<file path="src/design/ncils_pkg.sv">
// ncils_pkg: shared types and constants for the nearest car in lane selector
// field widths, register map, reset values and the beat structs
// no dependencies
package ncils_pkg;

  // field widths
  localparam int unsigned CarDW     = 16;
  localparam int unsigned CarSW     = 24;
  localparam int unsigned LaneW     = 3;
  localparam int unsigned IndexW    = 6;
  localparam int unsigned LaneWidthW = 16;

  // packed stream widths
  localparam int unsigned InDataW  = 72;
  localparam int unsigned OutDataW = 16;

  // configuration register map (register index taken from paddr[2])
  localparam logic RegLaneWidth     = 1'b0;
  localparam logic RegRightmostLane = 1'b1;

  // reset values of the configuration registers
  localparam logic [LaneWidthW-1:0] LaneWidthRst     = 16'd1024;
  localparam logic [LaneW-1:0]      RightmostLaneRst = 3'd2;

  // one input beat, car_d in the lowest bits
  typedef struct packed {
    logic                    last_car;
    logic [LaneW-1:0]        target_lane;
    logic [CarSW-1:0]        own_s;
    logic [CarSW-1:0]        car_s;
    logic signed [CarDW-1:0] car_d;
  } car_item_t;

  // one result beat, front_found in the lowest bit
  typedef struct packed {
    logic [IndexW-1:0] rear_index;
    logic              rear_found;
    logic [IndexW-1:0] front_index;
    logic              front_found;
  } scan_result_t;

endpackage

</file>
<file path="src/design/ncils_lane_match.sv">
// ncils_lane_match: decides whether a car's lateral position falls in the target lane
// compares against the lane's lower and upper edge instead of dividing
// depends on ncils_pkg
module ncils_lane_match
  import ncils_pkg::*;
#(
  parameter int unsigned LANE_LIMIT = 8
) (
  input  logic [LaneWidthW-1:0] lane_span_i,
  input  logic [LaneW-1:0]      last_lane_i,
  input  logic signed [CarDW-1:0] car_d_i,
  input  logic [LaneW-1:0]      target_lane_i,
  output logic                  match_o
);

  localparam logic [3:0] TopLimit = 4'(LANE_LIMIT - 1);

  logic [LaneWidthW-1:0] width_eff;
  logic [3:0]            top_lane;
  logic [3:0]            tl_ext;
  logic [18:0]           edge_lo;
  logic [19:0]           edge_hi;
  logic [19:0]           d_ext;
  logic                  tl_in_range;

  // zero width behaves as width one
  assign width_eff = (lane_span_i == '0) ? LaneWidthW'(1) : lane_span_i;

  // highest lane, limited by the lane count
  assign top_lane = ({1'b0, last_lane_i} > TopLimit) ? TopLimit
                                                     : {1'b0, last_lane_i};
  assign tl_ext      = {1'b0, target_lane_i};
  assign tl_in_range = (tl_ext <= top_lane);

  // lane edges: tl*w and (tl+1)*w
  assign edge_lo = 19'(target_lane_i) * 19'(width_eff);
  assign edge_hi = 20'(edge_lo) + 20'(width_eff);
  assign d_ext   = 20'(car_d_i[CarDW-2:0]);

  // negative positions land in lane zero, the top lane takes everything above
  always_comb begin
    if (!tl_in_range) begin
      match_o = 1'b0;
    end else if (car_d_i[CarDW-1]) begin
      match_o = (target_lane_i == '0);
    end else begin
      match_o = (d_ext >= 20'(edge_lo)) && ((tl_ext == top_lane) || (d_ext < edge_hi));
    end
  end

endmodule

</file>
<file path="src/design/ncils_track.sv">
// ncils_track: scan position counter and nearest ahead / behind trackers
// gives the result including the current car, clears on the last car
// depends on ncils_pkg
module ncils_track
  import ncils_pkg::*;
#(
  parameter int unsigned MAX_CARS = 64
) (
  input  logic         clk_i,
  input  logic         rst_ni,
  input  logic         adv_i,
  input  car_item_t    item_i,
  input  logic         match_i,
  output scan_result_t result_o
);

  localparam int unsigned PosW = $clog2(MAX_CARS);
  localparam logic [PosW-1:0] PosMax = PosW'(MAX_CARS - 1);

  logic [PosW-1:0]  pos_q;
  logic             ahead_valid_q, ahead_valid_d;
  logic [PosW-1:0]  ahead_pos_q, ahead_pos_d;
  logic [CarSW-1:0] ahead_gap_q, ahead_gap_d;
  logic             behind_valid_q, behind_valid_d;
  logic [PosW-1:0]  behind_pos_q, behind_pos_d;
  logic [CarSW-1:0] behind_gap_q, behind_gap_d;

  logic [CarSW-1:0] gap_a, gap_b;
  logic             take_a, take_b;

  // candidate gaps and strict improvement checks
  assign gap_a  = item_i.car_s - item_i.own_s;
  assign gap_b  = item_i.own_s - item_i.car_s;
  assign take_a = match_i && (item_i.car_s >= item_i.own_s) &&
                  (!ahead_valid_q || (gap_a < ahead_gap_q));
  assign take_b = match_i && (item_i.car_s <= item_i.own_s) &&
                  (!behind_valid_q || (gap_b < behind_gap_q));

  assign ahead_valid_d  = ahead_valid_q | take_a;
  assign ahead_pos_d    = take_a ? pos_q : ahead_pos_q;
  assign ahead_gap_d    = take_a ? gap_a : ahead_gap_q;
  assign behind_valid_d = behind_valid_q | take_b;
  assign behind_pos_d   = take_b ? pos_q : behind_pos_q;
  assign behind_gap_d   = take_b ? gap_b : behind_gap_q;

  // result as seen after this car
  always_comb begin
    result_o.front_found = ahead_valid_d;
    result_o.front_index = ahead_valid_d ? IndexW'(ahead_pos_d) : '0;
    result_o.rear_found  = behind_valid_d;
    result_o.rear_index  = behind_valid_d ? IndexW'(behind_pos_d) : '0;
  end

  // tracker state, cleared at the end of each scan
  always_ff @(posedge clk_i or negedge rst_ni) begin
    if (!rst_ni) begin
      pos_q          <= '0;
      ahead_valid_q  <= 1'b0;
      ahead_pos_q    <= '0;
      ahead_gap_q    <= '0;
      behind_valid_q <= 1'b0;
      behind_pos_q   <= '0;
      behind_gap_q   <= '0;
    end else if (adv_i) begin
      if (item_i.last_car) begin
        pos_q          <= '0;
        ahead_valid_q  <= 1'b0;
        ahead_pos_q    <= '0;
        ahead_gap_q    <= '0;
        behind_valid_q <= 1'b0;
        behind_pos_q   <= '0;
        behind_gap_q   <= '0;
      end else begin
        pos_q          <= (pos_q == PosMax) ? pos_q : pos_q + PosW'(1);
        ahead_valid_q  <= ahead_valid_d;
        ahead_pos_q    <= ahead_pos_d;
        ahead_gap_q    <= ahead_gap_d;
        behind_valid_q <= behind_valid_d;
        behind_pos_q   <= behind_pos_d;
        behind_gap_q   <= behind_gap_d;
      end
    end
  end

endmodule

</file>
<file path="src/design/nearest_car_in_lane_select.sv">
// Nearest car in lane selector. Peer cars stream in one per beat; each beat is
// registered, its lane is found by comparing the lateral position with the
// target lane's edges, and the nearest car ahead and behind in that lane are
// tracked by scan position (ties go to the earlier car). The beat marked with
// tlast produces one result beat and starts a new scan. One car is accepted
// every cycle unless a last car waits in the input register, which it does
// only while the previous result is still held on m_axis. The rate is set by
// the single tracker update stage behind the input register; the result
// register follows it. Configuration goes through the APB port.
// depends on ncils_pkg, ncils_lane_match, ncils_track
module nearest_car_in_lane_select
  import ncils_pkg::*;
#(
  parameter int unsigned MAX_CARS   = 64,
  parameter int unsigned LANE_LIMIT = 8
) (
  input  logic                clk_i,
  input  logic                rst_ni,
  // configuration
  input  logic                psel,
  input  logic                penable,
  input  logic                pwrite,
  input  logic [2:0]          paddr,
  input  logic [31:0]         pwdata,
  output logic [31:0]         prdata,
  output logic                pready,
  // input cars
  input  logic                s_axis_tvalid_i,
  output logic                s_axis_tready_o,
  // car_d [15:0], car_s [39:16], own_s [63:40], target_lane [66:64], zero [71:67]
  input  logic [InDataW-1:0]  s_axis_tdata_i,
  input  logic                s_axis_tlast_i,
  // results
  output logic                m_axis_tvalid_o,
  input  logic                m_axis_tready_i,
  // front_found [0], front_index [6:1], rear_found [7], rear_index [13:8], zero [15:14]
  output logic [OutDataW-1:0] m_axis_tdata_o
);

  logic [LaneWidthW-1:0] lane_span_q;
  logic [LaneW-1:0]      last_lane_q;

  logic         in_valid_q;
  car_item_t    in_item_q;
  logic         out_valid_q;
  scan_result_t out_data_q;

  logic         out_free;
  logic         adv;
  logic         in_fire;
  logic         match;
  scan_result_t result;

  // configuration registers
  assign pready = 1'b1;

  always_ff @(posedge clk_i or negedge rst_ni) begin
    if (!rst_ni) begin
      lane_span_q <= LaneWidthRst;
      last_lane_q <= RightmostLaneRst;
    end else if (psel && penable && pwrite && pready) begin
      case (paddr[2])
        RegLaneWidth:     lane_span_q <= pwdata[LaneWidthW-1:0];
        RegRightmostLane: last_lane_q <= pwdata[LaneW-1:0];
        default: ;
      endcase
    end
  end

  always_comb begin
    case (paddr[2])
      RegLaneWidth:     prdata = 32'(lane_span_q);
      RegRightmostLane: prdata = 32'(last_lane_q);
      default:          prdata = '0;
    endcase
  end

  // handshake: a registered car moves on unless it is last and the result slot is busy
  assign out_free        = !out_valid_q || m_axis_tready_i;
  assign adv             = in_valid_q && (!in_item_q.last_car || out_free);
  assign s_axis_tready_o = !in_valid_q || adv;
  assign in_fire         = s_axis_tvalid_i && s_axis_tready_o;

  // input register
  always_ff @(posedge clk_i or negedge rst_ni) begin
    if (!rst_ni) begin
      in_valid_q <= 1'b0;
    end else if (s_axis_tready_o) begin
      in_valid_q <= s_axis_tvalid_i;
    end
  end

  always_ff @(posedge clk_i) begin
    if (in_fire) begin
      in_item_q <= {s_axis_tlast_i, s_axis_tdata_i[66:0]};
    end
  end

  ncils_lane_match #(
    .LANE_LIMIT(LANE_LIMIT)
  ) u_lane_match (
    .lane_span_i  (lane_span_q),
    .last_lane_i  (last_lane_q),
    .car_d_i      (in_item_q.car_d),
    .target_lane_i(in_item_q.target_lane),
    .match_o      (match)
  );

  ncils_track #(
    .MAX_CARS(MAX_CARS)
  ) u_track (
    .clk_i   (clk_i),
    .rst_ni  (rst_ni),
    .adv_i   (adv),
    .item_i  (in_item_q),
    .match_i (match),
    .result_o(result)
  );

  // result register
  always_ff @(posedge clk_i or negedge rst_ni) begin
    if (!rst_ni) begin
      out_valid_q <= 1'b0;
    end else if (adv && in_item_q.last_car) begin
      out_valid_q <= 1'b1;
    end else if (m_axis_tready_i) begin
      out_valid_q <= 1'b0;
    end
  end

  always_ff @(posedge clk_i) begin
    if (adv && in_item_q.last_car) begin
      out_data_q <= result;
    end
  end

  assign m_axis_tvalid_o = out_valid_q;
  assign m_axis_tdata_o  = {2'b00, out_data_q};

endmodule

</file>
<file path="config.mk">
export PLATFORM = sky130hd
export DESIGN_NAME = nearest_car_in_lane_select
export DESIGN_NICKNAME = d
export VERILOG_FILES = /design/src/design/ncils_pkg.sv /design/src/design/ncils_lane_match.sv /design/src/design/ncils_track.sv /design/src/design/nearest_car_in_lane_select.sv
export SDC_FILE = /design/constraint.sdc
export NUM_CORES = 1
export LEC_CHECK = 0
export BUFFER_PORTS_ARGS = -buffer_cell sky130_fd_sc_hd__buf_2
export CORE_MARGIN = 2
export CORE_UTILIZATION = 52
export DETAILED_ROUTE_END_ITERATION = 16
export MAX_ROUTING_LAYER = met4
export PLACE_DENSITY = 0.8
export SYNTH_ARGS = -nofsm -noshare
export SYNTH_HDL_FRONTEND = slang
export SYNTH_SLANG_ARGS = --single-unit
</file>
<file path="constraint.sdc">
create_clock -name clk_i -period 21.1 [get_ports clk_i]
set_input_delay 1.055 -clock clk_i [delete_from_list [all_inputs] [get_ports clk_i]]
set_output_delay 1.055 -clock clk_i [all_outputs]
set_load 0.02 [all_outputs]
</file>
==> run metrics <==
Setup Buffers After CTS 0; post-synthesis sequential area ratio 36.5%; RSZ-0062 raised after global routing no; VDD IR max 0.0000592 V; MaxCap Viol Count 0; Pint 0.866 mW; worst r2r src lane_span_q[1]$_DFFE_PN0P_; Cell Pwr Density 103 mW/mm2; Netlist Area Pre-Place 0.0129 mm2; clock buffer depth 2; Post-Synth Simple-Gate Area 11.2%; largest family of logic cells by synthesized area compound AO/OA/AOI/OAI gates; Area growth, synth to finish 9.84%; ANT cells 0; post-synthesis adder-cell area fraction 18.3%; pre-CTS WS 13.03 ns; CP Max Fanout 29; io pins 166; Nets 1,683; Post-synth EDFFs 82; # DRC 0; CTS buffer count 17; post-synth cell types 76; GRT Overall Usage 22.7%; post-synthesis mux area share 2.09%; initial antenna violation count 0; most common cell after layout, fill and taps aside inv_1; Synth Register Bits 171; Max Freq 0.123 GHz; final WL 27.9 mm; hold buffers post-CTS 0; biggest area consumer among synthesized cells edfxtp_1; kind of start point of the critical path flop; PnR worst setup slack 12.98 ns; Static Leak 6.57 nW; Die Area 0.0260 mm2; Main synth FF type dfrtp_1; num rows 57; Synth Instances 1,304; Core Box Area 0.0243 mm2; TritonCTS clock tree done; Final Setup Violations 0; Synth Area in XOR/XNOR 4.62%; CTS resizes 0; Cell Area, Placed 0.0136 mm2; first-pass GRT wire length 46.2 mm; H-tree levels 4; vias in the first global route 9,597; Post-DP HPWL 21.1 mm; R2R setup slack 12.98 ns; ANT nets after route 0; Hold Vio Cnt, Final 0; Slew Limit Fails 0; via count 9,780; Die Y 161 um; Clock transition at path regs 0.07 ns; Power Total 1.46 mW; global placement routability congestion 0.914; DR pass1 iterations 6; Sw Share 40.7%; combinational share of power 50.2%; r2r endpoint u_track.ahead_gap_q[4]$_DFFE_PN0P_; die extent in x 161 um; Synth Area in Compound Gates 19.2%; initial DRC count 517; Final TNS setup 0 ns; CP Class reg -> reg; GR Overflow Total 0; worst skew pair latency 0.44 ns; Slowest-stage cell, CP and2_1; largest net degree at the start of global routing 78; top cell type's share of synthesized area 19.2%; required time worst endpoint 21.46 ns; Final Cycle Share 38.5%; crit path DAT 8.48 ns; Port Buffers 123; P_sw 0.595 mW; CP endpoint kind flop; Worst Max-Slew Pin Slew 1.11 ns; CTS Sinks 171; Worst Skew 0.0141 ns; r2r worst-path depth 28; worst rel slew slack 26.0%; clock network fraction of total power 20.8%; Seq pwr share 29.0%; Post-Syn Area per Cell 9.86 um2; minimum clock period 8.12 ns; Initial Util 52.8%; run status complete, no violations; synth warn 0; top post-synthesis cells by area edfxtp_1 (19%), dfrtp_1 (17%), ha_1 (15%), inv_1 (4.8%), a22o_1 (4.4%); WL per Instance 16.1 um; slowest stage delay, CP 0.96 ns; min-delay worst type in -> async; clk root buf clkbuf_16; most frequent cells in the layout inv_1 (165), ha_1 (159), buf_2 (122), a21oi_1 (89), dfrtp_1 (87); post-synthesis async set-or-reset flop share 52.0%; design area 0.0141 mm2; layout cells sized above 1 14.3%; Via density 5.66
-- metal layers --
metal | global-route usage, % | vias to the layer above | part of all wire (%)
met1 | 29.1 | 4693 | 45
met2 | 37.4 | 281 | 48
met4 | 7.47 | 0 | 2.3
met3 | 3.26 | 40 | 5.4
li1 | - | 4766 | -
met5 | - | - | 0
-- worst max-delay path by stage --
| stage | start | end | slack (ns) | cells past startpoint |
|---|---|---|---|---|
| after floorplan | lane_span_q[5]$_DFFE_PN0P_ | m_axis_tdata_o[1]$_SDFFCE_PN0P_ | 14.50 | 28 |
| after global placement | lane_span_q[4]$_DFFE_PN0P_ | u_track.ahead_gap_q[4]$_DFFE_PN0P_ | 13.15 | 28 |
| after detailed placement | lane_span_q[1]$_DFFE_PN0P_ | u_track.ahead_gap_q[9]$_DFFE_PN0P_ | 13.03 | 28 |
| after CTS | lane_span_q[1]$_DFFE_PN0P_ | u_track.ahead_gap_q[17]$_DFFE_PN0P_ | 13.00 | 28 |
| after global routing | lane_span_q[1]$_DFFE_PN0P_ | u_track.ahead_gap_q[2]$_DFFE_PN0P_ | 12.32 | 27 |
| final | lane_span_q[1]$_DFFE_PN0P_ | u_track.ahead_gap_q[4]$_DFFE_PN0P_ | 12.98 | 28 |
-- synthesized netlist by cell type, types with 20 or more instances --
cell / instances
a21o_1: 40
a21oi_1: 89
a22o_1: 65
and2_1: 22
clkbuf_1: 32
dfrtp_1: 87
edfxtp_1: 82
ha_1: 159
inv_1: 165
mux2_2: 23
nand2_1: 74
nand4_1: 27
nor2_1: 49
nor2b_1: 28
o21ai_0: 41
xnor2_1: 46
xor2_1: 20
-- cell families after synthesis --
| logic type | after synthesis |
|---|---|
| DFF | 171 |
| xor gates and xnor gates | 67 |
| muxes | 24 |
| other | 2 |
| adders and majority gates | 177 |
| buffers and inverters | 241 |
| AOI/OAI and AO/OA | 349 |
| and+or+nand+nor | 273 |
-- power groups by stage --
stage	clock network, mW	registers, mW	logic, mW
floorplan	0	0.414	0.566
detailed placement	0	0.429	0.723
global route	0.322	0.428	0.822
CTS	0.310	0.422	0.730
finish	0.304	0.423	0.734
global placement	0	0.428	0.699
-- through the flow --
step	instances	hold WS [ns]	utilization, %
floorplan	1321	0.466	-
global placement	1696	0.475	55.8
detailed placement	1696	0.482	55.8
CTS	1728	0.432	58.0
global route	1728	0.438	58.0
finish	1728	0.440	58.0
-- layout make-up --
type | count | area [um2]
flip-flops and latches | 171 | 4690
inverters | 165 | 619
multi-input cells | 909 | 7200
clock inverters | 12 | 115
repair buffers | 127 | 648
well taps | 324 | 405
clock buffers | 20 | 437
fillers | 2081 | 10200
-- sequential cells by signal, summed over array words and instances, names as in the netlist --
register	flops
u_track.ahead_valid_q	1
u_track.behind_gap_q	24
m_axis_tdata_o	14
last_lane_q	3
m_axis_tvalid_o	1
lane_span_q	16
u_track.behind_valid_q	1
in_item_q	68
u_track.behind_pos_q	6
in_valid_q	1
u_track.pos_q	6
u_track.ahead_gap_q	24
u_track.ahead_pos_q	6
-- critical path, delay by kind of cell (launching register included) --
family,cells,cell delay [ns]
compound gates,12,2.67
simple gates,7,2.54
fa+ha+maj,5,1.72
flops,1,0.52
xor+xnor,2,0.44
buf+inv,2,0.13
Note: power is estimated with default switching activity, not from simulation.
